File: src/hdl/prt_pkg.sv
// ----------------------------------------------------------------------------
// prt_pkg
// Types and constants shared by the proxy rule tokenizer modules.
// ----------------------------------------------------------------------------
package prt_pkg;

  localparam int unsigned CHAR_W = 8;
  localparam int unsigned PORT_W = 31;

  localparam logic [PORT_W-1:0] PORT_MAX = {PORT_W{1'b1}};

  localparam logic [CHAR_W-1:0] CH_NUL   = 8'h00;
  localparam logic [CHAR_W-1:0] CH_TAB   = 8'h09;
  localparam logic [CHAR_W-1:0] CH_CR    = 8'h0D;
  localparam logic [CHAR_W-1:0] CH_SPACE = 8'h20;
  localparam logic [CHAR_W-1:0] CH_SLASH = 8'h2F;
  localparam logic [CHAR_W-1:0] CH_ZERO  = 8'h30;
  localparam logic [CHAR_W-1:0] CH_NINE  = 8'h39;
  localparam logic [CHAR_W-1:0] CH_COLON = 8'h3A;
  localparam logic [CHAR_W-1:0] CH_BAR   = 8'h7C;

  typedef enum logic [3:0] {
    PH_LEAD    = 4'd0,
    PH_DOM     = 4'd1,
    PH_DOMSP   = 4'd2,
    PH_PATH    = 4'd3,
    PH_PATHSP  = 4'd4,
    PH_SRVLEAD = 4'd5,
    PH_SRV     = 4'd6,
    PH_PORT    = 4'd7,
    PH_TAIL    = 4'd8,
    PH_ERR     = 4'd9
  } phase_t;

  typedef enum logic [2:0] {
    ST_OK         = 3'd0,
    ST_BAD_DOMAIN = 3'd1,
    ST_NO_COLON   = 3'd2,
    ST_BAD_PORT   = 3'd3,
    ST_EXTRA      = 3'd4,
    ST_EMPTY_SRV  = 3'd5
  } status_t;

  typedef enum logic [2:0] {
    ROLE_SKIP   = 3'd0,
    ROLE_DOMAIN = 3'd1,
    ROLE_PATH   = 3'd2,
    ROLE_SERVER = 3'd3,
    ROLE_PORT   = 3'd4
  } role_t;

  typedef struct packed {
    phase_t              phase;
    logic [PORT_W-1:0]   accum;
    status_t             err;
  } tok_state_t;

  typedef struct packed {
    role_t               role;
    logic                rule_end;
    status_t             status;
    logic [PORT_W-1:0]   port;
  } tok_result_t;

  function automatic logic is_space(input logic [CHAR_W-1:0] c);
    return (c == CH_SPACE) || ((c >= CH_TAB) && (c <= CH_CR));
  endfunction

endpackage

File: src/hdl/prt_step.sv
// ----------------------------------------------------------------------------
// prt_step
// Phase machine for one rule byte: next phase, port accumulate, first error
// and the result fields for that byte.
// ----------------------------------------------------------------------------
module prt_step (
  input  logic [prt_pkg::CHAR_W-1:0] ch,
  input  prt_pkg::tok_state_t        cur,
  output prt_pkg::tok_state_t        nxt,
  output prt_pkg::tok_result_t       res
);
  import prt_pkg::*;

  localparam int unsigned PROD_W = PORT_W + 4;

  logic                sp;
  logic                digit;
  logic [3:0]          dig_val;
  logic [PROD_W-1:0]   prod;
  logic                ovf;
  logic                term;
  phase_t              eff;
  status_t             term_err;

  assign sp      = is_space(ch);
  assign digit   = (ch >= CH_ZERO) && (ch <= CH_NINE);
  assign dig_val = 4'(ch - CH_ZERO);
  // accum * 10 + digit as two shifts and two adds
  assign prod    = ({4'b0000, cur.accum} << 3) + ({4'b0000, cur.accum} << 1)
                 + PROD_W'(dig_val);
  assign ovf     = prod > PROD_W'(PORT_MAX);
  assign term    = (ch == CH_NUL);
  // first non-space byte of a rule is handled as domain
  assign eff     = ((cur.phase == PH_LEAD) && !sp) ? PH_DOM : cur.phase;

  always_comb begin
    term_err = cur.err;
    if (cur.phase == PH_SRV) begin
      term_err = ST_NO_COLON;
    end else if ((cur.phase == PH_PORT) && (cur.accum == '0)) begin
      term_err = ST_BAD_PORT;
    end
  end

  // next state
  always_comb begin
    nxt       = cur;
    nxt.phase = eff;
    if (term) begin
      nxt.phase = PH_LEAD;
      nxt.accum = '0;
      nxt.err   = ST_OK;
    end else begin
      unique case (eff)
        PH_LEAD: ;
        PH_DOM: begin
          if (ch == CH_SLASH) nxt.phase = PH_PATH;
          else if (ch == CH_BAR) nxt.phase = PH_SRVLEAD;
          else if (sp) nxt.phase = PH_DOMSP;
        end
        PH_DOMSP: begin
          if (ch == CH_BAR) nxt.phase = PH_SRVLEAD;
          else if (!sp) begin
            nxt.phase = PH_ERR;
            nxt.err   = ST_BAD_DOMAIN;
          end
        end
        PH_PATH: begin
          if (ch == CH_BAR) nxt.phase = PH_SRVLEAD;
          else if (sp) nxt.phase = PH_PATHSP;
        end
        PH_PATHSP: begin
          if (ch == CH_BAR) nxt.phase = PH_SRVLEAD;
          else if (!sp) begin
            nxt.phase = PH_ERR;
            nxt.err   = ST_EXTRA;
          end
        end
        PH_SRVLEAD: begin
          if (ch == CH_COLON) begin
            nxt.phase = PH_ERR;
            nxt.err   = ST_EMPTY_SRV;
          end else if (!sp) nxt.phase = PH_SRV;
        end
        PH_SRV: begin
          if (ch == CH_COLON) nxt.phase = PH_PORT;
          else if (sp) begin
            nxt.phase = PH_ERR;
            nxt.err   = ST_NO_COLON;
          end
        end
        PH_PORT: begin
          if (digit && !ovf) begin
            nxt.accum = prod[PORT_W-1:0];
          end else if (sp && (cur.accum != '0)) begin
            nxt.phase = PH_TAIL;
          end else begin
            nxt.phase = PH_ERR;
            nxt.err   = ST_BAD_PORT;
          end
        end
        PH_TAIL: begin
          if (!sp) begin
            nxt.phase = PH_ERR;
            nxt.err   = ST_EXTRA;
          end
        end
        default: nxt.phase = PH_ERR;
      endcase
    end
  end

  // result fields
  always_comb begin
    res.role     = ROLE_SKIP;
    res.rule_end = term;
    res.status   = term ? term_err : nxt.err;
    res.port     = term ? cur.accum : nxt.accum;
    if (!term) begin
      unique case (eff)
        PH_DOM: begin
          if (ch == CH_SLASH) res.role = ROLE_PATH;
          else if ((ch != CH_BAR) && !sp) res.role = ROLE_DOMAIN;
        end
        PH_PATH: begin
          if ((ch != CH_BAR) && !sp) res.role = ROLE_PATH;
        end
        PH_SRVLEAD: begin
          if ((ch != CH_COLON) && !sp) res.role = ROLE_SERVER;
        end
        PH_SRV: begin
          if ((ch != CH_COLON) && !sp) res.role = ROLE_SERVER;
        end
        PH_PORT: begin
          if (digit && !ovf) res.role = ROLE_PORT;
        end
        default: res.role = ROLE_SKIP;
      endcase
    end
  end

endmodule

File: src/hdl/proxy_rule_tokenizer.sv
// ----------------------------------------------------------------------------
// proxy_rule_tokenizer
// Byte-wise tokenizer for proxy rules of the form "domain/path | server:port".
// ----------------------------------------------------------------------------
// Feed one rule byte per request on ch; a zero byte ends the rule. Every byte
// gives one result: its role, the running port value and the first error seen
// in the rule, which holds until the terminator. The terminator result carries
// rule_end, the final status and port, and the block is then ready for the
// next rule. One byte is taken every clock cycle while char_stall is low; the
// byte is held in the input register, and its result is loaded into the result
// register when the output is not stalled. The rate is set by the phase and
// port update, a loop of shift-add times ten, range check and phase decode
// between the input register and the state and result registers.
module proxy_rule_tokenizer (
  input  logic                        clk,
  input  logic                        rst,
  input  logic                        char_valid,
  output logic                        char_stall,
  input  logic [prt_pkg::CHAR_W-1:0]  ch,
  output logic                        tok_valid,
  input  logic                        tok_stall,
  output logic [2:0]                  char_role,
  output logic                        rule_end,
  output logic [2:0]                  status,
  output logic [prt_pkg::PORT_W-1:0]  port_value
);
  import prt_pkg::*;

  logic                 s1_valid;
  logic [CHAR_W-1:0]    s1_ch;
  tok_state_t           state;
  tok_state_t           state_next;
  tok_result_t          res_next;
  tok_result_t          res;
  logic                 advance;

  prt_step u_step (
    .ch  (s1_ch),
    .cur (state),
    .nxt (state_next),
    .res (res_next)
  );

  assign advance    = !tok_valid || !tok_stall;
  assign char_stall = s1_valid && !advance;

  always_ff @(posedge clk) begin
    if (rst) begin
      s1_valid    <= 1'b0;
      tok_valid   <= 1'b0;
      state.phase <= PH_LEAD;
      state.accum <= '0;
      state.err   <= ST_OK;
    end else begin
      if (!char_stall) s1_valid <= char_valid;
      if (advance) begin
        tok_valid <= s1_valid;
        if (s1_valid) state <= state_next;
      end
    end
  end

  always_ff @(posedge clk) begin
    if (char_valid && !char_stall) s1_ch <= ch;
    if (advance && s1_valid) res <= res_next;
  end

  assign char_role  = res.role;
  assign rule_end   = res.rule_end;
  assign status     = res.status;
  assign port_value = res.port;

  // error status and the held-error phase always go together
  a_err_phase: assert property (@(posedge clk) disable iff (rst)
    (state.err != ST_OK) == (state.phase == PH_ERR))
    else $error("error status and phase disagree");

  a_term_clears: assert property (@(posedge clk) disable iff (rst)
    (advance && s1_valid && (s1_ch == CH_NUL)) |=>
      ((state.phase == PH_LEAD) && (state.accum == '0) && (state.err == ST_OK)))
    else $error("state not cleared after rule end");

  a_end_role: assert property (@(posedge clk) disable iff (rst)
    (tok_valid && rule_end) |-> (char_role == ROLE_SKIP))
    else $error("terminator carries a role");

  a_port_ok: assert property (@(posedge clk) disable iff (rst)
    (tok_valid && (char_role == ROLE_PORT)) |-> (status == ST_OK))
    else $error("port digit tagged under an error");

  a_stall_full: assert property (@(posedge clk) disable iff (rst)
    char_stall |-> (s1_valid && tok_valid))
    else $error("request stalled with room to take it");

endmodule

File: config.mk
export PLATFORM = sky130hd
export DESIGN_NAME = proxy_rule_tokenizer
export DESIGN_NICKNAME = d
export VERILOG_FILES = /design/src/hdl/prt_pkg.sv /design/src/hdl/prt_step.sv /design/src/hdl/proxy_rule_tokenizer.sv
export SDC_FILE = /design/constraint.sdc
export NUM_CORES = 1
export LEC_CHECK = 0
export BUFFER_PORTS_ARGS = -buffer_cell sky130_fd_sc_hd__buf_2
export CAP_MARGIN = 10
export CORE_UTILIZATION = 40
export CTS_BUF_LIST = sky130_fd_sc_hd__clkbuf_8 sky130_fd_sc_hd__clkbuf_16
export DETAILED_ROUTE_END_ITERATION = 10
export SYNTH_ARGS = -nofsm -noshare
export SYNTH_HDL_FRONTEND = slang
export SYNTH_SLANG_ARGS = --single-unit
File: constraint.sdc
create_clock -name clk -period 3.6 [get_ports clk]
set_input_delay 0.72 -clock clk [delete_from_list [all_inputs] [get_ports clk]]
set_output_delay 0.72 -clock clk [all_outputs]
set_load 0.02 [all_outputs]
# ---- Word level (Yosys, flattened, before mapping)
# Index checks and enable logic that the tools add are counted.
dict set report classes {
  multipliers 0
  add_sub_neg 3
  order_cmp 5
  n_eq_ne 16
  shifts 0
  n_reduce_logical 27
  n_div 0
  bitwise 0
  n_mux 38
}
# operator n
set ops {}
lappend ops {{$mux 31} 3}
lappend ops {{$mux 4} 13}
lappend ops {{$mux 3} 14}
lappend ops {{$mux 38} 1}
lappend ops {{$add 34x32->35} 1}
lappend ops {{$add 35x4->35} 1}
lappend ops {{$gt 35x31->1 const B} 1}
lappend ops {{$pmux 4 s8} 1}
lappend ops {{$logic_not 31->1} 1}
lappend ops {{$reduce_bool 31->1} 1}
lappend ops {{$eq 4x3->1 const B} 6}
lappend ops {{$eq 8x6->1 const B} 3}
lappend ops {{$pmux 3 s6} 1}
lappend ops {{$pmux 3 s4} 1}
lappend ops {{$logic_and 1x1->1} 11}
lappend ops {{$eq 4x2->1 const B} 2}
lappend ops {{$eq 8x7->1 const B} 1}
lappend ops {{$ge 8x4->1 const B} 1}
lappend ops {{$ge 8x6->1 const B} 1}
lappend ops {{$le 8x4->1 const B} 1}
lappend ops {{$le 8x6->1 const B} 1}
lappend ops {{$logic_not 4->1} 2}
lappend ops {{$logic_not 8->1} 1}
lappend ops {{$ne 8x6->1 const B} 1}
lappend ops {{other kinds (10)} 19}
dict set report word_totals {
  mem_count 0
  wordCells 99
  input_bits 12
  rom_bits 0
  latchBits 0
  reg_bits 86
  out_inout_bits 40
  ram_bits 0
}

# ---- Depth between registers and ports, before layout
dict set report depth {
  depth_word 12
  depth_mapped 16
  mapped_depth_nobuf 14
}

# ---- Hierarchy
# A second synthesis with hierarchy kept.
dict set report unflattened {
  hier_cells 804
  hier_area_um2 6896.6
}
# module area_per_inst_um2 seq_area_each_um2 cells_per_inst n_inst
set modules_own_cells {}
lappend modules_own_cells {prt_step 3744.8 0.0 584 1}
lappend modules_own_cells {proxy_rule_tokenizer 3151.8 2182.1 220 1}

# ---- Least setup slack after synthesis
# Ideal clock, no wire load.
dict set report synth_path {
  path_kind {flip-flop to flip-flop}
  startpoint {reg s1_ch[3]}
  endpoint {reg res, in the netlist port_value[10] (data pin)}
  t_arrival_ns 3.260
  synth_period_minus_slack_ns 3.514
  setup_slack_ns 0.086
  required_time_ns 3.346
  path_stages_with_launch 16
  setup_ns 0.254
  n_path_buf 2
  cell_sequence {edfxtp_1 -> inv_1 -> fa_1 -> inv_1 -> ha_1 -> nor2b_1 -> o211ai_1 -> a21oi_1 -> or2_2 -> a31oi_1 -> o211ai_2 -> nor4b_4 -> nand2_2 -> buf_2 -> buf_2 -> a21o_1}
}
# element line_no
set synth_rtl {}
lappend synth_rtl {{start: declaration} proxy_rule_tokenizer.sv:30} ;# logic [CHAR_W-1:0] s1_ch;
lappend synth_rtl {{start signal: assignment} proxy_rule_tokenizer.sv:64} ;# if (char_valid && !char_stall) s1_ch <= ch;
lappend synth_rtl {{end signal: assignment} proxy_rule_tokenizer.sv:65} ;# if (advance && s1_valid) res <= res_next;
lappend synth_rtl {{end: declaration} proxy_rule_tokenizer.sv:34} ;# tok_result_t res;

# ---- Worst setup path after layout
dict set report layout_path {
  startpoint {reg state[5] (netlist bit)}
  endpoint {reg state[4] (netlist bit)}
}
dict set report layout_between {
  elab_chain_len 8
}
# element line_no
set layout_rtl {}
lappend layout_rtl {{start: declaration} proxy_rule_tokenizer.sv:31} ;# tok_state_t state;
lappend layout_rtl {{start signal: assignment} proxy_rule_tokenizer.sv:58} ;# if (s1_valid) state <= state_next;
lappend layout_rtl {{$add 34x32->35} prt_step.sv:29} ;# assign prod = ({4'b0000, cur.accum} << 3) + ({4'b0000, cur.accum} << 1)
lappend layout_rtl {{$add 35x4->35} prt_step.sv:30} ;# + PROD_W'(dig_val);
lappend layout_rtl {{$gt 35x31->1} prt_step.sv:31} ;# assign ovf = prod > PROD_W'(PORT_MAX);
lappend layout_rtl {{$logic_not 1->1} prt_step.sv:93} ;# if (digit && !ovf) begin
lappend layout_rtl {{$logic_and 1x1->1} prt_step.sv:93}
lappend layout_rtl {{$mux 31} prt_step.sv:93}
lappend layout_rtl {{$mux 31} prt_step.sv:54} ;# unique case (eff)
lappend layout_rtl {{$mux 38} prt_step.sv:49} ;# if (term) begin
# No other way between the ends.
# A chain may end at the register's enable or synchronous reset.

==> results.json <==
{
  "fp.dieW_um": 126,
  "critPathCaptureType": "register",
  "flop_pwr_share_pct": 51.3,
  "vias": 5619,
  "drt_iter0_markers": 406,
  "cpPeakStageDelay_ns": 0.60,
  "p_per_area_nw_per_um2": 273,
  "numnets_final": 856,
  "post_synth.cell_area_avg_sq_um": 8.99,
  "grt_first_pass_wirelength_mm": 26.9,
  "layout.cell_area.non_filler_sq_um": 7710,
  "synth.top_cells.by_count": "nor2_1, ha_1, a21oi_1, nand2_1, edfxtp_1",
  "status": "finished, violations left",
  "synthTopCellsByArea": "edfxtp_1, dfxtp_1, ha_1, a21oi_1, nor2_1",
  "ys_types": 70,
  "rsz0062_at_grt": "true",
  "synth_area_sq_um": 6150,
  "power_leakage_nw": 3.31,
  "total_cts_buffers": 9,
  "synth_top_cell_by_area": "edfxtp_1",
  "timing.final.setup_violations": 3,
  "endpoints_failing_hold": 0,
  "critical_path.cell_chain": "inv_2 -> fa_2 -> inv_2 -> ha_4 -> a21o_1 -> nand4_1 -> a31oi_2 -> nor3_2 -> o211ai_1 -> xor2_1 -> nor4b_4 -> buf_4 -> a21oi_2 -> o21a_4 -> buf_12 -> a22o_1",
  "synth-edff-count": 46,
  "final.fill_count": 1363,
  "pwr-share-comb_pct": 7.1,
  "grt_start_max_net_pins": 34,
  "die_area_sq_um": 15900,
  "synthArstFlopShare_pct": 0,
  "design.portCount": 52,
  "antenna_cells_inserted": 0,
  "first_global_vias": 5431,
  "ys_dominant_reg_cell": "edfxtp_1",
  "switching_share_of_total_power_pct": 25.0,
  "internal_power_mw": 1.58,
  "sequential_cell_area_sq_um": 2200,
  "finish.cell_count_without_fillers": 970,
  "layout-drive-gt1-share_pct": 28.1,
  "switchingPower_mw": 0.527,
  "dpl_cell_area_sq_um": 6900,
  "grt_util_all_layers_pct": 21.4,
  "detail_route.vias_per_cell": 5.79,
  "timing.critical_path.max_delay_family": "compound AO/OA/AOI/OAI gates",
  "clk_pin_slew_worst_paths_ns": 0.07,
  "clock_skew_ns": 0.00915,
  "cts-hold-fix-buffers": 0,
  "finalWirelength_mm": 17.5,
  "final.min_clock_period_ns": 3.62,
  "tritoncts": "yes",
  "cts.sinks": 86,
  "portion_of_the_post_synthesis_area_used_by_sequential_elements_pct": 35.5,
  "cell_type_of_the_slowest_stage_on_the_worst_timing_path": "fa_2",
  "synth_fp_nets": 759,
  "ys_warn_count": 0,
  "antenna_violations_before_repair": 0,
  "io_buffers": 51,
  "placed_cells": 936,
  "start_util_pct": 41.7,
  "worst-endpoint-required_ns": 3.84,
  "grt-ovfl-total": 0,
  "drc": 0,
  "timing_worst_setup_path_type": "reg -> reg",
  "maxcap_violations": 0,
  "cts_max_level": 3,
  "cts_root_buffer": "clkbuf_16",
  "finalCritPeriodShare_pct": 101,
  "slew_headroom_pct": 52.7,
  "critical_path_buf_inv_count": 4,
  "clk-insertion-delay-late_ns": 0.35,
  "fp-row-count": 44,
  "worstPathArrival_ns": 3.86,
  "core_area_sq_um": 14800,
  "area_delta_synth_final_pct": 25.5,
  "clockPowerShare_pct": 41.6,
  "first_pass_iters": 5,
  "final_antenna_net_count": 0,
  "max-clock-path-buffers": 2,
  "max-vdd-ir-drop_mv": 0.238,
  "yosys.cell_count.top_type": "nor2_1",
  "worstMarginPinSlew_ns": 0.708,
  "yosys.area.top_type_share_pct": 22.5,
  "report.final.slew_viol_count": 0,
  "place.gp.congestion": 0.919,
  "worstPathMaxFanout": 5,
  "synth.ff_latch_count": 86,
  "detail_route.wl_per_cell_um": 18.1,
  "failed_checks": "negative setup slack",
  "critPathLaunchType": "register",
  "die_height_um": 126,
  "timing.fmax_mhz": 276,
  "critical-path-top-cell-by-count": "inv_2",
  "dp_slack_ns": -0.0769,
  "synthCells": 684,
  "hold_path_class": "reg -> reg",
  "finalWorstSetupSlack_ns": -0.0188,
  "multi_input_area_sq_um": 4010,
  "dp_hpwl_mm": 12.7
}
-- path summary, 6_finish.rpt --
check / startpoint / to / cells after the start / slack, ns
min: s1_valid / tok_valid / 2 / 0.48
max reg2reg: state[5] / state[4] / 16 / -0.02
max: state[5] / state[4] / 16 / -0.02
min reg2reg: s1_valid / tok_valid / 2 / 0.48
-- cell families after synthesis --
family / Yosys count / share of synthesized area (%)
xor gates and xnor gates: 27 / 3.85
adders and majority gates: 63 / 13.1
buffers and inverters: 53 / 3.62
muxes: 3 / 0.529
and+or+nand+nor: 217 / 17.3
DFF: 86 / 35.5
AOI/OAI and AO/OA: 235 / 26.1
-- worst min-delay path, delay by kind of cell (launching register included) --
family,cells,cell delay [ns]
compound gates,1,0.05
flops,1,0.34
simple gates,1,0.07
-- power by group through the flow --
stage               registers [mW]  logic [mW]  clock network (mW)
floorplan                     1.12      0.0599                   0
global placement              1.10       0.137                   0
detailed placement            1.10       0.138                   0
CTS                           1.08       0.139               0.894
global route                  1.08       0.161               0.933
finish                        1.08       0.149               0.878
-- repair_timing --
item	CTS	global route
endpoints found under the setup margin	42	70
pin swaps	12	24
cloned	0	7
resized for setup	6	86
buffers inserted	5	7
-- cells in the final DEF (no fill, tap or decap), types with 4 or more instances in the layout --
cell type / netlist / layout
o21a_1: 13 / 12
nand2_2: 2 / 4
clkbuf_16: 0 / 14
nor2_4: 0 / 6
xnor2_1: 14 / 14
a21o_1: 35 / 35
a31oi_1: 12 / 10
dfxtp_2: 0 / 16
buf_4: 0 / 53
nand4_1: 14 / 14
xor2_1: 13 / 13
a21oi_1: 55 / 51
inv_1: 19 / 16
nand2b_1: 9 / 9
ha_1: 61 / 48
nand3_1: 8 / 8
o22ai_1: 4 / 4
dfxtp_1: 40 / 24
edfxtp_1: 46 / 46
nor3_1: 19 / 15
nor2b_1: 7 / 6
nor4_1: 11 / 11
buf_6: 1 / 6
nand2_1: 51 / 48
a22o_1: 29 / 29
o21ai_1: 6 / 7
a21oi_2: 1 / 5
nor2_1: 72 / 55
nor2_2: 0 / 11
o211ai_1: 9 / 9
ha_2: 0 / 7
o21ai_0: 34 / 32
buf_2: 13 / 51
ha_4: 0 / 6
nor3_2: 1 / 4
-- layer usage --
| metal | GRT usage [%] | up-vias | share of wire, % |
|---|---|---|---|
| li1 | - | 2782 | - |
| met1 | 28.8 | 2681 | 48 |
| met2 | 34.4 | 133 | 46 |
| met3 | 3.65 | 23 | 3.8 |
| met4 | 7.65 | 0 | 2.0 |
| met5 | 0 | - | 0 |
-- metrics by stage --
stage	TNS [ns]	power, mW	utilization (%)	hold WS (ns)
floorplan	0	1.18	-	0.450
detailed placement	-1.48	1.24	46.8	0.472
CTS	0	2.12	49.0	0.481
global route	-6.05	2.18	52.3	0.536
global placement	0	1.24	46.8	0.467
finish	-0.0231	2.11	52.3	0.478
-- sequential cells by signal, summed over array words and instances (netlist names) --
name / flops
char_role: 3
tok_valid: 1
port_value: 31
s1_ch: 8
s1_valid: 1
state: 38
status: 3
rule_end: 1
-- final cells by class --
class | count | share of cell area (%)
Tap cell | 184 | 2.98
Clock inverter | 7 | 0.616
Clock buffer | 9 | 2.92
Timing Repair Buffer | 119 | 11.9
Sequential cell | 86 | 28.5
Multi-Input combinational cell | 545 | 52.0
Inverter | 20 | 0.973
Note: power is estimated with default switching activity, not from simulation.
